[src/pewt_pkg.sv]
// Shared types and constants for the periodic event wake timer.
// Used by pewt_front, pewt_back and periodic_event_wake_timer; no dependencies.
package pewt_pkg;

  localparam int MAX_CH      = 4;
  localparam int CH_W        = 2;
  localparam int TIME_W      = 32;
  localparam int PERIOD_W    = 16;
  localparam int TASK_W      = 8;
  localparam int PRIO_W      = 6;
  localparam int CFG_IDX_W   = 2;
  localparam int IN_DATA_W   = 56;
  localparam int OUT_DATA_W  = 24;

  localparam logic REQ_TICK = 1'b0;
  localparam logic REQ_WAIT = 1'b1;

  localparam logic [PERIOD_W-1:0] PERIOD_RST [MAX_CH] = '{16'd100, 16'd200, 16'd500, 16'd50};

  // Decoded command passed from the front to the back
  typedef struct packed {
    logic              tick;
    logic [TIME_W-1:0] now_ms;
    logic [CH_W-1:0]   channel;
    logic [TASK_W-1:0] task_id;
    logic [PRIO_W-1:0] task_prio;
    logic [PRIO_W-1:0] current_prio;
  } cmd_t;

endpackage

[src/periodic_event_wake_timer.sv]
// Periodic event wake timer, top level: front queue and back end.
// Depends on pewt_pkg, pewt_front and pewt_back.
//
// Usage:
//   in_*  : stream of items. in_tuser = 0 is a time tick carrying now_ms and
//           current_prio; in_tuser = 1 stores a waiter (task_id, task_prio)
//           in the slot of one channel, replacing any earlier waiter.
//   out_* : one wake item per woken task; out_tlast marks the final wake of a
//           tick. Ticks that wake nothing and all waits give no output.
//   cfg_* : write of a channel period (index 0..3), always ready. Write only
//           while the block is idle.
// Flow: a tick's wakes are first marked pending, then loaded into the output
// register one wake per cycle while out_tready allows; the next tick leaves
// the queue only as the last wake of the previous one is loaded. Waits
// overlap with wake emission, so waits stream back to back.
// Reset: periods and match times return to 100, 200, 500 and 50 ms, all
// waiter slots are empty and the queue is flushed.
// Stall: with out_tready low the output register holds its wake, the
// two-entry command queue fills and in_tready drops.
module periodic_event_wake_timer #(
  parameter int CHANNELS = 4
) (
  input  logic                                  clk,
  input  logic                                  rst_n,
  input  logic                                  in_tvalid,
  output logic                                  in_tready,
  // tuser: req_type
  input  logic                                  in_tuser,
  // tdata: now_ms[31:0], channel[33:32], task_id[41:34], task_prio[47:42],
  //        current_prio[53:48], zero fill[55:54]
  input  logic [pewt_pkg::IN_DATA_W-1:0]        in_tdata,
  output logic                                  out_tvalid,
  input  logic                                  out_tready,
  // tuser: wake_valid
  output logic                                  out_tuser,
  // tdata: wake_channel[1:0], wake_task[9:2], wake_prio[15:10], preempt[16],
  //        zero fill[23:17]
  output logic [pewt_pkg::OUT_DATA_W-1:0]       out_tdata,
  output logic                                  out_tlast,
  input  logic                                  cfg_valid,
  output logic                                  cfg_ready,
  input  logic [pewt_pkg::CFG_IDX_W-1:0]        cfg_index,
  input  logic [pewt_pkg::PERIOD_W-1:0]         cfg_data
);

  logic           cmd_valid;
  logic           cmd_ready;
  pewt_pkg::cmd_t cmd;

  assign cfg_ready = 1'b1;
  assign out_tuser = 1'b1;

  pewt_front #(
    .CHANNELS (CHANNELS)
  ) u_front (
    .clk       (clk),
    .rst_n     (rst_n),
    .in_tvalid (in_tvalid),
    .in_tready (in_tready),
    .in_tuser  (in_tuser),
    .in_tdata  (in_tdata),
    .cmd_valid (cmd_valid),
    .cmd_ready (cmd_ready),
    .cmd       (cmd)
  );

  pewt_back #(
    .CHANNELS (CHANNELS)
  ) u_back (
    .clk        (clk),
    .rst_n      (rst_n),
    .cmd_valid  (cmd_valid),
    .cmd_ready  (cmd_ready),
    .cmd        (cmd),
    .cfg_valid  (cfg_valid),
    .cfg_index  (cfg_index),
    .cfg_data   (cfg_data),
    .out_tvalid (out_tvalid),
    .out_tready (out_tready),
    .out_tdata  (out_tdata),
    .out_tlast  (out_tlast)
  );

endmodule

[src/pewt_front.sv]
// Front end: accepts input items, drops waits on missing channels and
// queues the rest in a two-entry command queue. Depends on pewt_pkg.
module pewt_front #(
  parameter int CHANNELS = 4
) (
  input  logic                           clk,
  input  logic                           rst_n,
  input  logic                           in_tvalid,
  output logic                           in_tready,
  // tuser: req_type
  input  logic                           in_tuser,
  // tdata: now_ms[31:0], channel[33:32], task_id[41:34], task_prio[47:42],
  //        current_prio[53:48], zero fill
  input  logic [pewt_pkg::IN_DATA_W-1:0] in_tdata,
  output logic                           cmd_valid,
  input  logic                           cmd_ready,
  output pewt_pkg::cmd_t                 cmd
);

  pewt_pkg::cmd_t cmd_q_r [2];
  logic           wr_ptr_r, wr_ptr_nxt;
  logic           rd_ptr_r, rd_ptr_nxt;
  logic [1:0]     cnt_r, cnt_nxt;
  pewt_pkg::cmd_t in_cmd;
  logic           push;
  logic           pop;

  always_comb begin
    in_cmd.tick         = (in_tuser == pewt_pkg::REQ_TICK);
    in_cmd.now_ms       = in_tdata[31:0];
    in_cmd.channel      = in_tdata[33:32];
    in_cmd.task_id      = in_tdata[41:34];
    in_cmd.task_prio    = in_tdata[47:42];
    in_cmd.current_prio = in_tdata[53:48];
  end

  assign in_tready = (cnt_r != 2'd2);
  assign cmd_valid = (cnt_r != 2'd0);
  assign cmd       = cmd_q_r[rd_ptr_r];

  // drop waits on channels that do not exist
  assign push = in_tvalid && in_tready &&
                (in_cmd.tick || (int'(in_cmd.channel) < CHANNELS));
  assign pop  = cmd_valid && cmd_ready;

  always_comb begin
    wr_ptr_nxt = push ? ~wr_ptr_r : wr_ptr_r;
    rd_ptr_nxt = pop ? ~rd_ptr_r : rd_ptr_r;
    cnt_nxt    = cnt_r + 2'(push) - 2'(pop);
  end

  always_ff @(posedge clk) begin
    if (!rst_n) begin
      wr_ptr_r <= 1'b0;
      rd_ptr_r <= 1'b0;
      cnt_r    <= 2'd0;
    end else begin
      wr_ptr_r <= wr_ptr_nxt;
      rd_ptr_r <= rd_ptr_nxt;
      cnt_r    <= cnt_nxt;
    end
  end

  always_ff @(posedge clk) begin
    if (push) begin
      cmd_q_r[wr_ptr_r] <= in_cmd;
    end
  end

endmodule

[src/pewt_back.sv]
// Back end: channel state, tick compare and advance, waiter slots and the
// serial wake emitter with its output register. Depends on pewt_pkg.
module pewt_back #(
  parameter int CHANNELS = 4
) (
  input  logic                                  clk,
  input  logic                                  rst_n,
  input  logic                                  cmd_valid,
  output logic                                  cmd_ready,
  input  pewt_pkg::cmd_t                        cmd,
  input  logic                                  cfg_valid,
  input  logic [pewt_pkg::CFG_IDX_W-1:0]        cfg_index,
  input  logic [pewt_pkg::PERIOD_W-1:0]         cfg_data,
  output logic                                  out_tvalid,
  input  logic                                  out_tready,
  output logic [pewt_pkg::OUT_DATA_W-1:0]       out_tdata,
  output logic                                  out_tlast
);

  localparam int IDX_W = (CHANNELS > 1) ? $clog2(CHANNELS) : 1;

  logic [pewt_pkg::TIME_W-1:0]   next_match_r [CHANNELS];
  logic [pewt_pkg::TIME_W-1:0]   next_match_nxt [CHANNELS];
  logic [pewt_pkg::PERIOD_W-1:0] period_r [CHANNELS];
  logic [CHANNELS-1:0]           wv_r, wv_nxt;
  logic [pewt_pkg::TASK_W-1:0]   wt_r [CHANNELS];
  logic [pewt_pkg::PRIO_W-1:0]   wp_r [CHANNELS];
  logic [CHANNELS-1:0]           pend_r, pend_nxt;
  logic [pewt_pkg::TASK_W-1:0]   rec_task_r [CHANNELS];
  logic [pewt_pkg::PRIO_W-1:0]   rec_prio_r [CHANNELS];
  logic [CHANNELS-1:0]           rec_pre_r;
  logic [CHANNELS-1:0]           rec_load;
  logic                          out_tvalid_r;
  logic [pewt_pkg::OUT_DATA_W-1:0] out_tdata_r;
  logic                          out_tlast_r;
  logic [IDX_W-1:0]              sel;
  logic                          found;
  logic                          out_load;
  logic [CHANNELS-1:0]           sel_mask;
  logic [CHANNELS-1:0]           rem;
  logic                          cmd_fire;
  logic [IDX_W-1:0]              wait_idx;

  assign wait_idx = cmd.channel[IDX_W-1:0];

  always_comb begin
    sel   = '0;
    found = 1'b0;
    for (int c = 0; c < CHANNELS; c++) begin
      if (pend_r[c] && !found) begin
        sel   = IDX_W'(c);
        found = 1'b1;
      end
    end
    out_load  = (|pend_r) && (!out_tvalid_r || out_tready);
    sel_mask  = out_load ? (CHANNELS'(1) << sel) : '0;
    rem       = pend_r & ~sel_mask;
    // a tick waits until the previous tick's wakes are all handed over
    cmd_ready = !cmd.tick || (rem == '0);
    cmd_fire  = cmd_valid && cmd_ready;

    next_match_nxt = next_match_r;
    wv_nxt         = wv_r;
    pend_nxt       = rem;
    rec_load       = '0;
    if (cmd_fire && cmd.tick) begin
      for (int c = 0; c < CHANNELS; c++) begin
        if (next_match_r[c] <= cmd.now_ms) begin
          next_match_nxt[c] = next_match_r[c] +
                              {{(pewt_pkg::TIME_W-pewt_pkg::PERIOD_W){1'b0}}, period_r[c]};
          if (wv_r[c]) begin
            pend_nxt[c] = 1'b1;
            wv_nxt[c]   = 1'b0;
            rec_load[c] = 1'b1;
          end
        end
      end
    end else if (cmd_fire) begin
      wv_nxt[wait_idx] = 1'b1;
    end
  end

  always_ff @(posedge clk) begin
    if (!rst_n) begin
      for (int c = 0; c < CHANNELS; c++) begin
        next_match_r[c] <= {{(pewt_pkg::TIME_W-pewt_pkg::PERIOD_W){1'b0}},
                            pewt_pkg::PERIOD_RST[c]};
        period_r[c]     <= pewt_pkg::PERIOD_RST[c];
      end
      wv_r         <= '0;
      pend_r       <= '0;
      out_tvalid_r <= 1'b0;
    end else begin
      next_match_r <= next_match_nxt;
      wv_r         <= wv_nxt;
      pend_r       <= pend_nxt;
      if (cfg_valid && (int'(cfg_index) < CHANNELS)) begin
        period_r[cfg_index[IDX_W-1:0]] <= cfg_data;
      end
      if (out_load) begin
        out_tvalid_r <= 1'b1;
      end else if (out_tready) begin
        out_tvalid_r <= 1'b0;
      end
    end
  end

  // waiter slots reset to zero; entries are only read while valid
  always_ff @(posedge clk) begin
    if (!rst_n) begin
      for (int c = 0; c < CHANNELS; c++) begin
        wt_r[c] <= '0;
        wp_r[c] <= '0;
      end
    end else if (cmd_fire && !cmd.tick) begin
      wt_r[wait_idx] <= cmd.task_id;
      wp_r[wait_idx] <= cmd.task_prio;
    end
  end

  // snapshot woken waiters so later waits may refill the slots
  always_ff @(posedge clk) begin
    for (int c = 0; c < CHANNELS; c++) begin
      if (rec_load[c]) begin
        rec_task_r[c] <= wt_r[c];
        rec_prio_r[c] <= wp_r[c];
        rec_pre_r[c]  <= (wp_r[c] < cmd.current_prio);
      end
    end
    if (out_load) begin
      out_tdata_r <= {7'd0, rec_pre_r[sel], rec_prio_r[sel], rec_task_r[sel],
                      pewt_pkg::CH_W'(sel)};
      out_tlast_r <= (rem == '0);
    end
  end

  assign out_tvalid = out_tvalid_r;
  assign out_tdata  = out_tdata_r;
  assign out_tlast  = out_tlast_r;

endmodule

[config.mk]
export PLATFORM = sky130hd
export DESIGN_NAME = periodic_event_wake_timer
export DESIGN_NICKNAME = d
export VERILOG_FILES = /design/src/pewt_pkg.sv /design/src/periodic_event_wake_timer.sv /design/src/pewt_front.sv /design/src/pewt_back.sv
export SDC_FILE = /design/constraint.sdc
export NUM_CORES = 1
export LEC_CHECK = 0
export ABC_AREA = 1
export BUFFER_PORTS_ARGS = -buffer_cell sky130_fd_sc_hd__buf_2
export CAP_MARGIN = 20
export CORE_ASPECT_RATIO = 1.2
export CORE_MARGIN = 1
export CORE_UTILIZATION = 56
export DETAILED_ROUTE_END_ITERATION = 10
export PLACE_DENSITY = 0.73
export SYNTH_ARGS = -nofsm -noshare
export SYNTH_HDL_FRONTEND = slang
export SYNTH_SLANG_ARGS = --single-unit
[constraint.sdc]
create_clock -name clk -period 5 [get_ports clk]
set_input_delay 1 -clock clk [delete_from_list [all_inputs] [get_ports clk]]
set_output_delay 1 -clock clk [all_outputs]
set_load 0.02 [all_outputs]
==> results_dict.tcl <==
set metrics [dict create \
    endpoint_kind "flip-flop" \
    regToRegSetupSlack_ns 0.84 \
    clkLatencyLatePin_ns 0.59 \
    swShare_pct 40.9 \
    tritoncts "yes" \
    power.share.clock_pct 23.6 \
    rows 87 \
    slew_headroom_pct 21.6 \
    layout.nets 3810 \
    r2r_cells 18 \
    yosysWarnings 0 \
    netlist_area_um2 27000 \
    post_cts_buffers 0 \
    layout_common_cells "1050 x nand2_1, 410 x inv_1, 386 x nor2_1" \
    synthCells 3391 \
    cts_buffers 46 \
    die_h_um 242 \
    yosysSeqAreaShare_pct 44.9 \
    combPwrFrac_pct 41.6 \
    placedCellCount 4086 \
    post_drt_wl_per_cell_um 18.6 \
    cts_resized 0 \
    status "finished clean" \
    synth_flop_cell "edfxtp_1" \
    rsz0062_at_grt "false" \
    firstDrtPassIters 8 \
    fin_crit_ns 4.16 \
    worst_pin_slew_ns 1.14 \
    grt_overflow 0 \
    setup_viol 0 \
    leakagePower_nw 13.6 \
    avgViaCountPerCell 5.58 \
    hpwlAfterDp_um 58100 \
    ys_ff_latch 450 \
    ant_nets 0 \
    core_um2 47200 \
    path_clk_slew_ns 0.06 \
    grt_pass1_wl_um 119000 \
    grt_max_degree 46 \
    setup_tns_ns 0 \
    drv_cap 0 \
    cp_max_fo 21 \
    layout_commonest_cell "nand2_1" \
    async_flop_share_pct 0 \
    die_w_um 202 \
    start_util_pct 57.0 \
    fmax_mhz 240 \
    clock-root-buffer "clkbuf_16" \
    antenna_found_initial 0 \
    io_pins 109 \
    final_cells 4176 \
    crit_required_ns 5.52 \
    crit_type "reg2reg" \
    grt_use_total_pct 31.4 \
    synth_edf_count 308 \
    hold_buffers 0 \
    fin_crit_sh_pct 83.2 \
    avgSynthCellArea_um2 7.95 \
    critPathLaunchType "flip-flop" \
    cts_max_level 2 \
    p_sw_mw 5.86 \
    cp_data_arrival_time_ns 4.68 \
    ys_types 40 \
    clk_path_buf_depth 3 \
    grt_pass1_vias 22500 \
    initialDrtViolationCount 1827 \
    hp-class "reg2reg" \
    vias 23300 \
    numPortBuffers 97 \
    syn_to_final_growth_pct 10.2 \
    slew_viol_final 0 \
    gp_congestion 1.01 \
    routed_wl_um 77600 \
    hold_viol_final 0 \
    cts.sinks 450 \
    hold_depth 0 \
    final_layout_size_suffix_gt1_share_pct 8.09 \
    seqPwrFrac_pct 34.8 \
    skew_ns 0.0145 \
    peakVddDrop_uv 370 \
    design.die.area_um2 49000 \
    intPower_mw 8.44 \
    route.detailed.drc 0 \
    p_per_area_nw_per_um2 481 \
]
state kept, by name, indices dropped and copies added, names as in the netlist, 2 cells and up, named ones only:
signal and count:
u_back.rec_task_r 32, u_back.rec_prio_r 24, u_back.wp_r 24, u_back.wt_r 32, u_back.period_r 64, u_front.cnt_r 2
u_back.pend_r 4, u_front.cmd_q_r 110, u_back.wv_r 4, u_back.out_tdata 17, u_back.rec_pre_r 4, u_back.next_match_r 128
layout make-up:
cell class,count,area [um^2]
multi-input combinational,2449,12900
clock inverter,23,223
timing repair buffer,150,903
fill,4010,17500
clock buffer,61,1230
tap,623,779
inverter,415,1560
antenna,5,12.5
sequential,450,12100
cell usage after synthesis (22+ instances only):
library cell	number	area [um^2]
a21oi_1	152	761
o21ai_0	64	320
edfxtp_1	308	9250
nand3_1	274	1370
dfxtp_1	142	2840
nor3_1	28	140
nor2_1	388	1460
inv_1	410	1540
ha_1	214	2680
nand2_1	1050	3940
clkbuf_1	39	146
xnor2_1	42	368
nand4_1	49	307
buf_2	22	110
mux2i_1	37	370
per-stage QoR:
step | cell area [um^2] | setup WS (ns) | utilization (%) | hold WS [ns] | power, mW
2_1_floorplan | 27000 | 1.11 | - | 0.400 | 9.01
3_3_place_gp | 28200 | 1.00 | 59.8 | 0.401 | 10.6
3_5_place_dp | 28200 | 0.891 | 59.8 | 0.405 | 10.9
4_1_cts | 29700 | 0.889 | 62.8 | 0.420 | 14.3
5_1_grt | 29700 | 0.497 | 62.9 | 0.426 | 15.1
6_report | 29700 | 0.842 | 62.9 | 0.421 | 14.3
routing by layer:
| layer | vias up | wire length [um] | GRT usage [%] |
|---|---|---|---|
| met5 | - | 0 | 0 |
| met4 | 0 | 4220 | 16.3 |
| met3 | 218 | 4990 | 4.09 |
| met2 | 874 | 37700 | 54.3 |
| met1 | 10900 | 30600 | 38.0 |
| li1 | 11300 | - | - |
critical path, stage by stage (launching register included):
cell	delay, ns
dfxtp_2	0.71
buf_4	0.35
mux2i_1	0.73
ha_1	0.39
nand2_1	0.07
nand2_1	0.04
nand2_1	0.05
nand2_1	0.04
nand2_1	0.06
nand2_1	0.07
nand2_1	0.06
nand2_1	0.05
nand2_1	0.05
nand2_1	0.04
nand2_1	0.13
nand2_1	0.55
inv_2	0.50
nor2_1	0.08
nor2_1	0.11
logic make-up (layout without fill, tap and decap cells):
kind of cell / after synthesis / after routing / share of synthesized area, %
flip-flops: 450 / 450 / 44.9
AO/OA/AOI/OAI: 274 / 274 / 5.65
other: 2 / 14 / 0.0279
buffers and inverters: 499 / 649 / 7.37
XOR/XNOR: 57 / 57 / 1.85
AND/OR/NAND/NOR: 1854 / 1854 / 28.6
multiplexers: 37 / 37 / 1.37
adder cells (fa/ha/maj): 218 / 218 / 10.2
path summary, 6_finish.rpt:
check,from,to
worst min register to register,u_back.wt_r[3][4]$_DFFE_PP_,u_back.rec_task_r[3][4]$_DFFE_PP_
worst max-delay path,flip-flop,u_back.next_match_r[74]$_SDFFE_PN0P_
worst min-delay path,u_back.wt_r[3][4]$_DFFE_PP_,u_back.rec_task_r[3][4]$_DFFE_PP_
worst max register to register,flip-flop,u_back.next_match_r[74]$_SDFFE_PN0P_
power groups by stage:
stage	sequential (mW)	clock (mW)	combinational, mW
3_5_place_dp	5.04	0	5.83
3_3_place_gp	5.01	0	5.60
2_1_floorplan	4.87	0	4.14
5_1_grt	5.01	3.55	6.59
6_report	4.98	3.37	5.95
4_1_cts	4.96	3.41	5.88
No activity file was read; power rests on OpenSTA's default activity.
